<file path="src/rtl/core/legr_pkg.sv">
// ----------------------------------------------------------------------------
// legr_pkg
// shared types, codes and constants of the list engine with group reverse
// ----------------------------------------------------------------------------
package legr_pkg;

    localparam int unsigned CAPACITY_DEF = 64;
    localparam int unsigned CNT_W        = 7;
    localparam int unsigned DATA_W       = 32;

    typedef enum logic [2:0] {
        CMD_APPEND  = 3'd0,
        CMD_DELETE  = 3'd1,
        CMD_INSERT  = 3'd2,
        CMD_MULT    = 3'd3,
        CMD_GREV    = 3'd4,
        CMD_SHOW    = 3'd5,
        CMD_RSVD6   = 3'd6,
        CMD_RSVD7   = 3'd7
    } t_cmd;

    typedef enum logic [1:0] {
        ST_DONE   = 2'd0,
        ST_REJECT = 2'd1,
        ST_ELEM   = 2'd2,
        ST_EMPTY  = 2'd3
    } t_status;

    // memory port request from the sequencer
    typedef struct packed {
        logic              rd_en;
        logic [CNT_W-1:0]  rd_addr;
        logic              wr_en;
        logic [CNT_W-1:0]  wr_addr;
        logic [DATA_W-1:0] wr_data;
    } t_mem_req;

endpackage

</file>
<file path="src/rtl/core/legr_mem.sv">
// ----------------------------------------------------------------------------
// legr_mem
// element store: one write port, one read port, registered read data
// ----------------------------------------------------------------------------
module legr_mem
    import legr_pkg::*;
#(
    parameter int unsigned CAPACITY = CAPACITY_DEF
) (
    input  logic              i_clk,
    input  t_mem_req          i_req,
    output logic [DATA_W-1:0] o_rd_data
);

    localparam int unsigned AW = (CAPACITY > 1) ? $clog2(CAPACITY) : 1;

    logic [DATA_W-1:0] r_mem [CAPACITY];
    logic [DATA_W-1:0] r_rd_data;

    always_ff @(posedge i_clk) begin
        if (i_req.wr_en) begin
            r_mem[i_req.wr_addr[AW-1:0]] <= i_req.wr_data;
        end
        if (i_req.rd_en) begin
            r_rd_data <= r_mem[i_req.rd_addr[AW-1:0]];
        end
    end

    assign o_rd_data = r_rd_data;

endmodule

</file>
<file path="src/rtl/core/legr_seq.sv">
// ----------------------------------------------------------------------------
// legr_seq
// command sequencer: decodes one command and walks the element store
// ----------------------------------------------------------------------------
module legr_seq
    import legr_pkg::*;
#(
    parameter int unsigned CAPACITY = CAPACITY_DEF
) (
    input  logic              i_clk,
    input  logic              i_rst_n,
    input  logic              i_valid,
    output logic              o_ready,
    input  logic [2:0]        i_cmd,
    input  logic [CNT_W-1:0]  i_position,
    input  logic [CNT_W-1:0]  i_group_size,
    input  logic [DATA_W-1:0] i_value,
    input  logic [DATA_W-1:0] i_factor,
    output t_mem_req          o_mem,
    input  logic [DATA_W-1:0] i_rd_data,
    output logic              o_valid,
    input  logic              i_ready,
    output logic [1:0]        o_status,
    output logic [DATA_W-1:0] o_element,
    output logic              o_last,
    output logic [CNT_W-1:0]  o_length
);

    localparam logic [CNT_W-1:0] CAP = CNT_W'(CAPACITY);
    localparam logic [CNT_W-1:0] ONE = CNT_W'(1);

    typedef enum logic [3:0] {
        S_IDLE, S_SHIFT_RD, S_SHIFT_WR, S_MUL_RD, S_MUL_WR,
        S_REV_RD_A, S_REV_RD_B, S_REV_WR_A, S_REV_WR_B, S_REV_NEXT,
        S_SHOW_RD, S_SHOW_OUT, S_RESP
    } t_state;

    t_state            r_state;
    logic [CNT_W-1:0]  r_count;
    logic [CNT_W-1:0]  r_idx;
    logic [CNT_W-1:0]  r_end;
    logic [CNT_W-1:0]  r_lo;
    logic [CNT_W-1:0]  r_hi;
    logic [CNT_W-1:0]  r_k;
    logic              r_dir_up;
    logic [DATA_W-1:0] r_val;
    logic [DATA_W-1:0] r_tmp;
    logic              r_valid;
    logic [1:0]        r_status;
    logic [DATA_W-1:0] r_element;
    logic              r_last;
    logic [CNT_W-1:0]  r_length;
    logic              r_mul_ld;

    logic [DATA_W-1:0] w_prod;
    logic [CNT_W-1:0]  w_ipos;
    logic [CNT_W:0]    w_gend;
    logic [CNT_W-1:0]  w_gend_c;
    logic              w_out_free;

    assign w_prod     = i_rd_data * r_val;
    assign w_ipos     = (i_position == '0) ? ONE : i_position;
    assign w_out_free = !r_valid || i_ready;
    assign o_ready    = (r_state == S_IDLE) && w_out_free;

    // end of the group that opens at r_lo, clipped to the list
    assign w_gend   = {1'b0, r_lo} + {1'b0, r_k} - (CNT_W+1)'(1);
    assign w_gend_c = (w_gend >= {1'b0, r_count}) ? (r_count - ONE) : w_gend[CNT_W-1:0];

    always_comb begin
        o_mem = '0;
        unique case (r_state)
            S_SHIFT_RD: begin
                o_mem.rd_en   = 1'b1;
                o_mem.rd_addr = r_dir_up ? (r_idx + ONE) : (r_idx - ONE);
            end
            S_SHIFT_WR: begin
                o_mem.wr_en   = 1'b1;
                o_mem.wr_addr = r_idx;
                o_mem.wr_data = i_rd_data;
            end
            S_MUL_RD: begin
                o_mem.rd_en   = 1'b1;
                o_mem.rd_addr = r_idx;
            end
            S_MUL_WR: begin
                o_mem.wr_en   = 1'b1;
                o_mem.wr_addr = r_idx;
                o_mem.wr_data = r_mul_ld ? w_prod : r_tmp;
            end
            S_REV_RD_A: begin
                o_mem.rd_en   = 1'b1;
                o_mem.rd_addr = r_lo;
            end
            S_REV_RD_B: begin
                o_mem.rd_en   = 1'b1;
                o_mem.rd_addr = r_hi;
            end
            S_REV_WR_A: begin
                o_mem.wr_en   = 1'b1;
                o_mem.wr_addr = r_lo;
                o_mem.wr_data = i_rd_data;
            end
            S_REV_WR_B: begin
                o_mem.wr_en   = 1'b1;
                o_mem.wr_addr = r_hi;
                o_mem.wr_data = r_tmp;
            end
            S_SHOW_RD: begin
                o_mem.rd_en   = 1'b1;
                o_mem.rd_addr = r_idx;
            end
            default: begin
                if (r_state == S_IDLE && o_ready && i_valid && i_cmd == CMD_APPEND
                        && r_count < CAP) begin
                    o_mem.wr_en   = 1'b1;
                    o_mem.wr_addr = r_count;
                    o_mem.wr_data = i_value;
                end
            end
        endcase
    end

    always_ff @(posedge i_clk) begin
        if (!i_rst_n) begin
            r_state <= S_IDLE;
            r_count <= '0;
            r_valid <= 1'b0;
        end else begin
            if (r_valid && i_ready) begin
                r_valid <= 1'b0;
            end
            unique case (r_state)
                S_IDLE: begin
                    if (o_ready && i_valid) begin
                        r_status <= ST_REJECT;
                        r_element <= '0;
                        r_last   <= 1'b1;
                        r_length <= r_count;
                        r_val    <= i_factor;
                        r_k      <= i_group_size;
                        r_state  <= S_RESP;
                        unique case (t_cmd'(i_cmd))
                            CMD_APPEND: begin
                                if (r_count < CAP) begin
                                    r_count  <= r_count + ONE;
                                    r_length <= r_count + ONE;
                                    r_status <= ST_DONE;
                                end
                            end
                            CMD_DELETE: begin
                                if (i_position != '0 && i_position <= r_count) begin
                                    r_count  <= r_count - ONE;
                                    r_length <= r_count - ONE;
                                    r_status <= ST_DONE;
                                    r_idx    <= i_position - ONE;
                                    r_end    <= r_count - ONE;
                                    r_dir_up <= 1'b1;
                                    if (i_position != r_count) r_state <= S_SHIFT_RD;
                                end
                            end
                            CMD_INSERT: begin
                                if (w_ipos <= r_count && r_count < CAP) begin
                                    r_count  <= r_count + ONE;
                                    r_length <= r_count + ONE;
                                    r_status <= ST_DONE;
                                    r_idx    <= r_count;
                                    r_end    <= w_ipos;
                                    r_dir_up <= 1'b0;
                                    r_tmp    <= i_value;
                                    r_state  <= (r_count == w_ipos) ? S_MUL_WR : S_SHIFT_RD;
                                    if (r_count == w_ipos) r_idx <= w_ipos;
                                end
                            end
                            CMD_MULT: begin
                                if (i_position != '0 && i_position <= r_count) begin
                                    r_status <= ST_DONE;
                                    r_idx    <= r_count - i_position;
                                    r_state  <= S_MUL_RD;
                                end
                            end
                            CMD_GREV: begin
                                if (i_group_size <= ONE) begin
                                    r_status <= ST_DONE;
                                end else if (r_count != '0) begin
                                    r_status <= ST_DONE;
                                    r_lo     <= '0;
                                    r_state  <= S_REV_NEXT;
                                end
                            end
                            CMD_SHOW: begin
                                if (r_count == '0) begin
                                    r_status <= ST_EMPTY;
                                end else begin
                                    r_idx   <= '0;
                                    r_state <= S_SHOW_RD;
                                end
                            end
                            default: ;
                        endcase
                    end
                end
                S_SHIFT_RD: r_state <= S_SHIFT_WR;
                S_SHIFT_WR: begin
                    if (r_dir_up) begin
                        r_idx <= r_idx + ONE;
                        r_state <= (r_idx + ONE == r_end) ? S_RESP : S_SHIFT_RD;
                    end else begin
                        r_idx <= r_idx - ONE;
                        if (r_idx - ONE == r_end) begin
                            r_state <= S_MUL_WR;
                        end else begin
                            r_state <= S_SHIFT_RD;
                        end
                    end
                end
                S_MUL_RD: r_state <= S_MUL_WR;
                S_MUL_WR: begin
                    r_state <= S_RESP;
                end
                S_REV_NEXT: begin
                    if (r_lo >= r_count) begin
                        r_state <= S_RESP;
                    end else begin
                        r_hi   <= w_gend_c;
                        r_end  <= w_gend[CNT_W-1:0] + ONE;
                        r_state <= (w_gend_c > r_lo) ? S_REV_RD_A : S_REV_NEXT;
                        if (!(w_gend_c > r_lo)) r_lo <= w_gend[CNT_W-1:0] + ONE;
                        if (w_gend >= {1'b0, r_count}) begin
                            if (!(w_gend_c > r_lo)) r_lo <= r_count;
                        end
                    end
                end
                S_REV_RD_A: r_state <= S_REV_RD_B;
                S_REV_RD_B: begin
                    r_tmp   <= i_rd_data;
                    r_state <= S_REV_WR_A;
                end
                S_REV_WR_A: r_state <= S_REV_WR_B;
                S_REV_WR_B: begin
                    if (r_lo + ONE < r_hi - ONE) begin
                        r_lo    <= r_lo + ONE;
                        r_hi    <= r_hi - ONE;
                        r_state <= S_REV_RD_A;
                    end else begin
                        r_lo    <= (r_end > r_count) ? r_count : r_end;
                        r_state <= S_REV_NEXT;
                    end
                end
                S_SHOW_RD: begin
                    if (w_out_free) r_state <= S_SHOW_OUT;
                end
                S_SHOW_OUT: begin
                    r_valid   <= 1'b1;
                    r_status  <= ST_ELEM;
                    r_element <= i_rd_data;
                    r_length  <= r_count;
                    r_last    <= (r_idx + ONE == r_count);
                    r_idx     <= r_idx + ONE;
                    r_state   <= (r_idx + ONE == r_count) ? S_IDLE : S_SHOW_RD;
                end
                S_RESP: begin
                    if (w_out_free) begin
                        r_valid <= 1'b1;
                        r_state <= S_IDLE;
                    end
                end
                default: r_state <= S_IDLE;
            endcase
        end
    end

    // multiply writes the product of the read word, insert the held value
    always_ff @(posedge i_clk) begin
        if (!i_rst_n) r_mul_ld <= 1'b0;
        else r_mul_ld <= (r_state == S_MUL_RD);
    end

    assign o_valid   = r_valid;
    assign o_status  = r_status;
    assign o_element = r_element;
    assign o_last    = r_last;
    assign o_length  = r_length;

    assert property (@(posedge i_clk) disable iff (!i_rst_n)
        r_count <= CAP) else $error("count above capacity");
    assert property (@(posedge i_clk) disable iff (!i_rst_n)
        o_mem.wr_en |-> o_mem.wr_addr < CAP) else $error("write beyond capacity");
    assert property (@(posedge i_clk) disable iff (!i_rst_n)
        (r_valid && !i_ready) |=> r_valid) else $error("beat dropped");
    assert property (@(posedge i_clk) disable iff (!i_rst_n)
        (r_state != S_IDLE) |-> !o_ready) else $error("ready while busy");

endmodule

</file>
<file path="src/rtl/core/list_engine_group_reverse_unit.sv">
// ----------------------------------------------------------------------------
// list_engine_group_reverse_unit
// ordered list of signed words driven by one command per beat
// ----------------------------------------------------------------------------
// usage:
//   slave stream carries one command per beat; master stream returns one
//   status beat per command, or one beat per element for show of a non-empty
//   list, the final beat of each command marked by tlast.
//   append, reject and reverse with group size of one or less give only a
//   status beat. delete and insert move each shifted element by one read
//   and one write, and insert then writes the new value; group reverse
//   swaps each pair by two reads and two writes; show reads each element
//   before its beat. all of this goes through the single read and single
//   write port of the element store, whose read data is registered.
//   one command is worked at a time; a new one is taken once the previous
//   command's last beat leaves the output register, in that same cycle at
//   the earliest.
//   reset empties the list; stored words need no clearing.
//   a stalled receiver holds the output beat and the sequencer waits.
// ----------------------------------------------------------------------------
module list_engine_group_reverse_unit
    import legr_pkg::*;
#(
    parameter int unsigned CAPACITY = CAPACITY_DEF
) (
    input  logic        i_clk,
    input  logic        i_rst_n,
    input  logic        s_axis_tvalid,
    output logic        s_axis_tready,
    // cmd[2:0], position[9:3], group_size[16:10], value[48:17], factor[80:49]
    input  logic [87:0] s_axis_tdata,
    output logic        m_axis_tvalid,
    input  logic        m_axis_tready,
    // status[1:0], element[33:2], length[40:34]
    output logic [47:0] m_axis_tdata,
    output logic        m_axis_tlast
);

    t_mem_req          w_mem;
    logic [DATA_W-1:0] w_rd_data;
    logic [1:0]        w_status;
    logic [DATA_W-1:0] w_element;
    logic [CNT_W-1:0]  w_length;

    legr_mem #(.CAPACITY(CAPACITY)) u_mem (
        .i_clk     (i_clk),
        .i_req     (w_mem),
        .o_rd_data (w_rd_data)
    );

    legr_seq #(.CAPACITY(CAPACITY)) u_seq (
        .i_clk        (i_clk),
        .i_rst_n      (i_rst_n),
        .i_valid      (s_axis_tvalid),
        .o_ready      (s_axis_tready),
        .i_cmd        (s_axis_tdata[2:0]),
        .i_position   (s_axis_tdata[9:3]),
        .i_group_size (s_axis_tdata[16:10]),
        .i_value      (s_axis_tdata[48:17]),
        .i_factor     (s_axis_tdata[80:49]),
        .o_mem        (w_mem),
        .i_rd_data    (w_rd_data),
        .o_valid      (m_axis_tvalid),
        .i_ready      (m_axis_tready),
        .o_status     (w_status),
        .o_element    (w_element),
        .o_last       (m_axis_tlast),
        .o_length     (w_length)
    );

    assign m_axis_tdata = {7'd0, w_length, w_element, w_status};

endmodule
</file>
<file path="config.mk">
export PLATFORM = sky130hd
export DESIGN_NAME = list_engine_group_reverse_unit
export DESIGN_NICKNAME = d
export VERILOG_FILES = /design/src/rtl/core/legr_pkg.sv /design/src/rtl/core/legr_mem.sv /design/src/rtl/core/legr_seq.sv /design/src/rtl/core/list_engine_group_reverse_unit.sv
export SDC_FILE = /design/constraint.sdc
export NUM_CORES = 2
export LEC_CHECK = 0
export BUFFER_PORTS_ARGS = -buffer_cell sky130_fd_sc_hd__buf_2
export CAP_MARGIN = 20
export CORE_ASPECT_RATIO = 0.75
export CORE_MARGIN = 10
export CORE_UTILIZATION = 40
export DETAILED_ROUTE_END_ITERATION = 7
export PLACE_DENSITY = 0.67
export SYNTH_ARGS = -nofsm -noshare
export SYNTH_HDL_FRONTEND = slang
export SYNTH_SLANG_ARGS = --single-unit
</file>
<file path="constraint.sdc">
create_clock -name i_clk -period 22.1 [get_ports i_clk]
set_input_delay 3.315 -clock i_clk [delete_from_list [all_inputs] [get_ports i_clk]]
set_output_delay 3.315 -clock i_clk [all_outputs]
set_load 0.005 [all_outputs]
</file>
Yosys cells after proc, flatten, opt, wreduce, memory -nomap -nowiden

Memories as Yosys holds them, arrays and structs flattened. A register that Yosys moved wholly into a read port is not among the register bits.
Index checks and enable logic that the tools add are counted.

Add/sub/neg operators: 11
$mul: 1
Order comparisons: 9
Equal/unequal tests: 40
Mux-type cells: 86
Reductions and logical operators: 37

Operators by type and width:

| kind                | number |
|---|---|
| $mux 7              | 29 |
| $pmux 40 s5         | 1 |
| $mux 32             | 5 |
| $pmux 32 s2         | 2 |
| $pmux 7 s3          | 3 |
| $mux 4              | 14 |
| $pmux 7 s2          | 4 |
| $pmux 4 s13         | 1 |
| $mux 40             | 1 |
| $mul 32x32->32      | 1 |
| $pmux 8 s4          | 1 |
| $add 7x1->7 const B | 4 |
| $eq 7x7->1          | 4 |
| $pmux 7 s4          | 1 |
| $sub 7x1->7 const B | 4 |
| $eq 4x4->1 const B  | 5 |
| $pmux 4 s5          | 1 |
| $eq 4x3->1 const B  | 4 |
| $ne 3x3->1 const B  | 5 |
| $gt 7x7->1          | 2 |
| $le 7x7->1          | 2 |
| $logic_not 7->1     | 2 |
| $ne 2x2->1 const B  | 7 |
| $reduce_and 7->1    | 2 |
| 38 further kinds    | 79 |

Bits in registers: 155
RAM bits: 2048
Bits of input ports: 92
Output and inout port bits: 51
Logic and storage cells: 201
Memories kept: 1

Memories:

| memory      | words | bits a word | read ports | clocked after Yosys merged registers in | wr ports | line           | text |
|---|---|---|---|---|---|---|---|
| u_mem.r_mem | 64    | 32          | 1          | 1                                       | 1        | legr_mem.sv:17 | `logic [DATA_W-1:0] r_mem [CAPACITY];` |

Longest topological paths before layout

Word-level depth: 11
Depth in mapped cells: 29
Depth with buffers taken out: 28

Modules after synthesis

Synthesis repeated with hierarchy kept, for this count alone.

Cell total of the unflattened synthesis: 6400
Area, all modules: 106111.8 um^2

By module, submodules not included:

| module                         | instances | cells an instance | area each (um^2) | seq. area each (um^2) |
|---|---|---|---|---|
| legr_mem                       | 1         | 3511              | 79359.9          | 62459.9 |
| legr_seq                       | 1         | 2881              | 26695.6          | 4524.3 |
| list_engine_group_reverse_unit | 1         | 8                 | 56.3             | 0.0 |

Worst setup path after synthesis

No wires, ideal clock.

Kind: register -> register
From: register u_seq.r_val[2]
To: memory u_mem.r_mem[0][31] (data pin)
Library setup time: 702 ps
Arrival time: 8817 ps
Required time: 21398 ps
Slack: 12582 ps
Stages on the path, launching flop included: 23
Buffers on the path: 2
Clock period less this slack: 9518 ps
Cells stage by stage: edfxtp_1 -> clkbuf_1 -> clkbuf_1 -> nand2_1 -> fa_1 -> inv_1 -> fa_1 -> inv_1 -> fa_1 -> fa_1 -> inv_1 -> fa_1 -> fa_1 -> fa_1 -> fa_1 -> ha_1 -> or3_1 -> o211ai_1 -> o21ai_0 -> a41oi_1 -> a21oi_1 -> xnor2_1 -> o21ai_0

RTL lines:

| item                   | line            | text |
|---|---|---|
| from (decl)            | legr_seq.sv:46  | `logic [DATA_W-1:0] r_val;` |
| from (signal assigned) | legr_seq.sv:140 | `r_val <= i_factor;` |
| to (decl)              | legr_mem.sv:17  |  |

==> results.py <==
metrics = {
    "run_status": {
        "status": "complete, but fails checks",
        "violations_in_the_final_reports": "design-rule violations",
    },
    "route": {
        "number_of_detailed_route_iterations_in_the_first_pass": 8,
        "drt-initial-drc-count": 9331,
        "drt-vias-per-instance": 5.78,
        "routed_wl_um": 308000,
        "detail_route.drc_violations": 8,
        "antenna_violating_nets_post_route": 0,
        "route.vias.total": 70500,
        "detail_route.wl_per_cell_um": 25.2,
    },
    "global_route": {
        "grt_pass1_wl_um": 448000,
        "antenna_violations_before_repair": 41,
        "first_global_vias": 68000,
        "grt_max_degree": 249,
        "gr-total-overflow": 0,
        "global_route.usage.total_pct": 20.3,
    },
    "sta": {
        "final.setup.tns_ps": 0,
        "rsz0062_at_grt": "false",
        "period_minus_slack_ps": 8680,
        "final_min_period_over_clock_period_pct": 39.3,
        "timing.slew.headroom_pct": 14.8,
        "hold_viol": 0,
        "slew_violations": 0,
        "timing.final.setup_violations": 0,
        "timing_worst_slew_pin_value_ps": 1280,
        "achievable-frequency_mhz": 115,
        "finalClockSkew_ps": 64.1,
    },
    "synthesis": {
        "synthesis.area_um2": 108000,
        "sequential_to_total_area_share_from_yosys_stat_pct": 62.0,
        "synth_warn": 0,
        "ys_seq_elements": 2235,
        "synth_cells": 8451,
        "synth.distinct_cells": 74,
        "synthDominantAreaCellType": "sky130_fd_sc_hd__edfxtp_1",
        "synth-edff-count": 2222,
        "synth_ff_type": "sky130_fd_sc_hd__edfxtp_1",
        "ys_async_sr_fraction_pct": 0,
        "synth_area_per_cell_um2": 12.8,
        "post_synth_main_area_contributors": "sky130_fd_sc_hd__edfxtp_1 (62%), sky130_fd_sc_hd__fa_1 (7.6%), sky130_fd_sc_hd__nand2_1 (4.8%)",
        "synth_top_area_share_pct": 61.7,
    },
    "clock_network": {
        "cts_sinks": 2235,
        "cts_resized": 0,
        "cts_hold_repair.buffers": 0,
        "cts.repair_timing.setup_buffer_count": 0,
        "cell_at_the_root_of_the_clock_tree": "sky130_fd_sc_hd__clkbuf_16",
        "cts-root-to-sink-buffers": 4,
        "cts.reportedPaths.clkPinSlew_ps": 60,
        "worst_skew_pair.late_latency_ps": 880,
        "htreeDepth": 4,
        "cts-buffers-inserted": 207,
        "clock_tree_from_tritoncts": "built",
    },
    "floorplanning": {
        "die_h_um": 470,
        "core_area_um2": 269000,
        "die_w_um": 620,
        "io_pins": 143,
        "die_area_um2": 292000,
        "std_cell_rows": 165,
        "initial_core_util_pct": 40.2,
    },
    "worst_setup_path": {
        "worst-setup-path-type": "flip-flop to flip-flop",
        "critPathCaptureType": "flip-flop",
        "worst_reg2reg_path_depth": 24,
        "reg2reg_to": "u_mem.r_mem[45][28]$_DFFE_PP_",
        "regToRegStartpoint": "u_seq.r_val[7]$_DFFE_PP_",
        "required_ps": 22650,
        "reg2reg_setup_slack_ps": 13420,
        "cp_max_fo": 65,
        "worst_setup_path_start_kind": "flip-flop",
        "crit_arrival_ps": 9230,
    },
    "worst_hold_path": {
        "worst_hold_stages": 2,
        "min_delay_src": "u_seq.r_lo[6]$_DFFE_PP_",
        "min_path_type": "flip-flop to flip-flop",
        "hold_path_end": "u_seq.r_lo[6]$_DFFE_PP_",
    },
    "placed_design": {
        "hpwl_after_detailed_placement_um": 180000,
        "weighted_congestion_reported_at_the_end_of_routability_driven_placement": 0.913,
        "place.port_buffers": 128,
    },
    "finish": {
        "fillerInstances": 23700,
        "multiInputGateArea_um2": 37900,
        "nets": 9122,
        "seq_area_um2": 67000,
        "area_delta_synth_final_pct": 11.0,
        "drive_above_1_share_pct": 9.12,
    },
    "flow_run": {
        "max-cap-violations": 0,
    },
}
cell usage in the layout, fill, tap and decap left out, types with 37 or more instances in the layout:
cell type                      n
sky130_fd_sc_hd__inv_1       450
sky130_fd_sc_hd__edfxtp_1   2222
sky130_fd_sc_hd__ha_1        194
sky130_fd_sc_hd__a31oi_1     520
sky130_fd_sc_hd__a22oi_1     262
sky130_fd_sc_hd__buf_2       129
sky130_fd_sc_hd__nor2_4       71
sky130_fd_sc_hd__nand2_1    1384
sky130_fd_sc_hd__a211oi_1    525
sky130_fd_sc_hd__xnor2_1     116
sky130_fd_sc_hd__clkbuf_1     40
sky130_fd_sc_hd__clkinv_2     41
sky130_fd_sc_hd__buf_4       194
sky130_fd_sc_hd__nand3_1      37
sky130_fd_sc_hd__and2_1      323
sky130_fd_sc_hd__o21ai_0      74
sky130_fd_sc_hd__nor2_1       91
sky130_fd_sc_hd__a222oi_1     38
sky130_fd_sc_hd__clkbuf_16   211
sky130_fd_sc_hd__nor2b_1     524
sky130_fd_sc_hd__a21oi_1     213
sky130_fd_sc_hd__fa_1        410
sky130_fd_sc_hd__clkinv_1     49
synthesized netlist by cell type (all sizes together) (28+ instances only):
library cell,number
clkbuf,427
fa,410
xor2,34
nor2b,525
a222oi,38
inv,451
ha,194
edfxtp,2222
nor2,162
nor3,32
nand3,37
and2,323
nand2,1390
a31oi,520
mux2,36
a211oi,525
a22oi,262
xnor2,116
buf,150
o21ai,100
mux2i,28
a21oi,215
or4,33
sequential cells by signal, indices dropped and copies added (netlist names), 2 cells and up:
signal / flops
u_mem.r_mem: 2048
u_seq.r_state: 4
u_seq.r_end: 7
u_seq.r_val: 32
u_seq.r_hi: 7
u_seq.r_count: 7
u_seq.r_lo: 7
u_seq.r_tmp: 32
u_seq.o_status: 2
u_mem.o_rd_data: 32
u_seq.r_k: 7
u_seq.r_idx: 7
u_seq.o_element: 32
u_seq.o_length: 7
how the worst max path moves through the flow:
| stage | slack [ps] | cells past startpoint | from | end |
|---|---|---|---|---|
| 2_1_floorplan | 12580 | 22 | u_seq.r_val[2]$_DFFE_PP_ | u_mem.r_mem[0][31]$_DFFE_PP_ |
| 5_1_grt | 13190 | 24 | u_seq.r_val[7]$_DFFE_PP_ | u_mem.r_mem[55][28]$_DFFE_PP_ |
| 6_report | 13420 | 24 | u_seq.r_val[7]$_DFFE_PP_ | u_mem.r_mem[45][28]$_DFFE_PP_ |
| 3_3_place_gp | 13650 | 24 | u_seq.r_val[7]$_DFFE_PP_ | u_mem.r_mem[3][28]$_DFFE_PP_ |
| 3_5_place_dp | 13580 | 24 | u_seq.r_val[7]$_DFFE_PP_ | u_mem.r_mem[2][28]$_DFFE_PP_ |
| 4_1_cts | 13530 | 24 | u_seq.r_val[7]$_DFFE_PP_ | u_mem.r_mem[55][28]$_DFFE_PP_ |
per-stage QoR:
stage | utilization, % | hold slack [ps] | instance area [µm²] | cells | setup WS, ps
final | 44.6 | 651 | 120000 | 12200 | 13420
after detailed placement | 42.1 | 637 | 113000 | 11800 | 13580
after floorplan | - | 567 | 108000 | 8457 | 12580
after CTS | 44.5 | 654 | 120000 | 12200 | 13530
after global routing | 44.5 | 678 | 120000 | 12200 | 13190
after global placement | 42.1 | 623 | 113000 | 11800 | 13650
cell type report:
class,instances,share of cell area (%)
repair buffers,337,1.95
flip-flops and latches,2235,55.8
clock inverters,120,0.837
inverters,456,1.43
well taps,3590,3.74
clock buffers,252,4.54
multi-input cells,5189,31.6
diodes,30,0.0626
cells by family after synthesis:
family | synth area share [%]
AOI/OAI and AO/OA | 11.2
xor gates and xnor gates | 1.22
adders and majority gates | 9.84
buffers and inverters | 3.78
DFF | 62.0
muxes | 0.634
other | 0.00347
and+or+nand+nor | 11.3
critical path, stage by stage, from the launching register on:
cell	delay [ps]
sky130_fd_sc_hd__edfxtp_1	1050
sky130_fd_sc_hd__and2_1	260
sky130_fd_sc_hd__fa_1	430
sky130_fd_sc_hd__fa_1	490
sky130_fd_sc_hd__fa_1	520
sky130_fd_sc_hd__inv_1	50
sky130_fd_sc_hd__fa_1	470
sky130_fd_sc_hd__inv_1	50
sky130_fd_sc_hd__fa_1	500
sky130_fd_sc_hd__inv_1	60
sky130_fd_sc_hd__fa_1	520
sky130_fd_sc_hd__inv_1	50
sky130_fd_sc_hd__fa_1	500
sky130_fd_sc_hd__fa_1	430
sky130_fd_sc_hd__ha_1	350
sky130_fd_sc_hd__o21ai_0	280
sky130_fd_sc_hd__a21oi_1	110
sky130_fd_sc_hd__nand2b_1	160
sky130_fd_sc_hd__a21bo_2	210
sky130_fd_sc_hd__o2111a_1	150
sky130_fd_sc_hd__o21ai_0	300
sky130_fd_sc_hd__nand2b_1	110
sky130_fd_sc_hd__mux2_2	280
sky130_fd_sc_hd__o211ai_1	260
sky130_fd_sc_hd__buf_4	630
metal layers:
layer	track usage, %	vias to the layer above	wire length, µm
li1	-	30600	-
met1	29.0	35500	127000
met2	29.9	3789	132000
met3	5.71	593	37600
met4	6.46	16	11200
met5	0.263	-	188
Power is not shown: default switching activity piles up to over one toggle a cycle in this logic, so the estimate is an artifact.
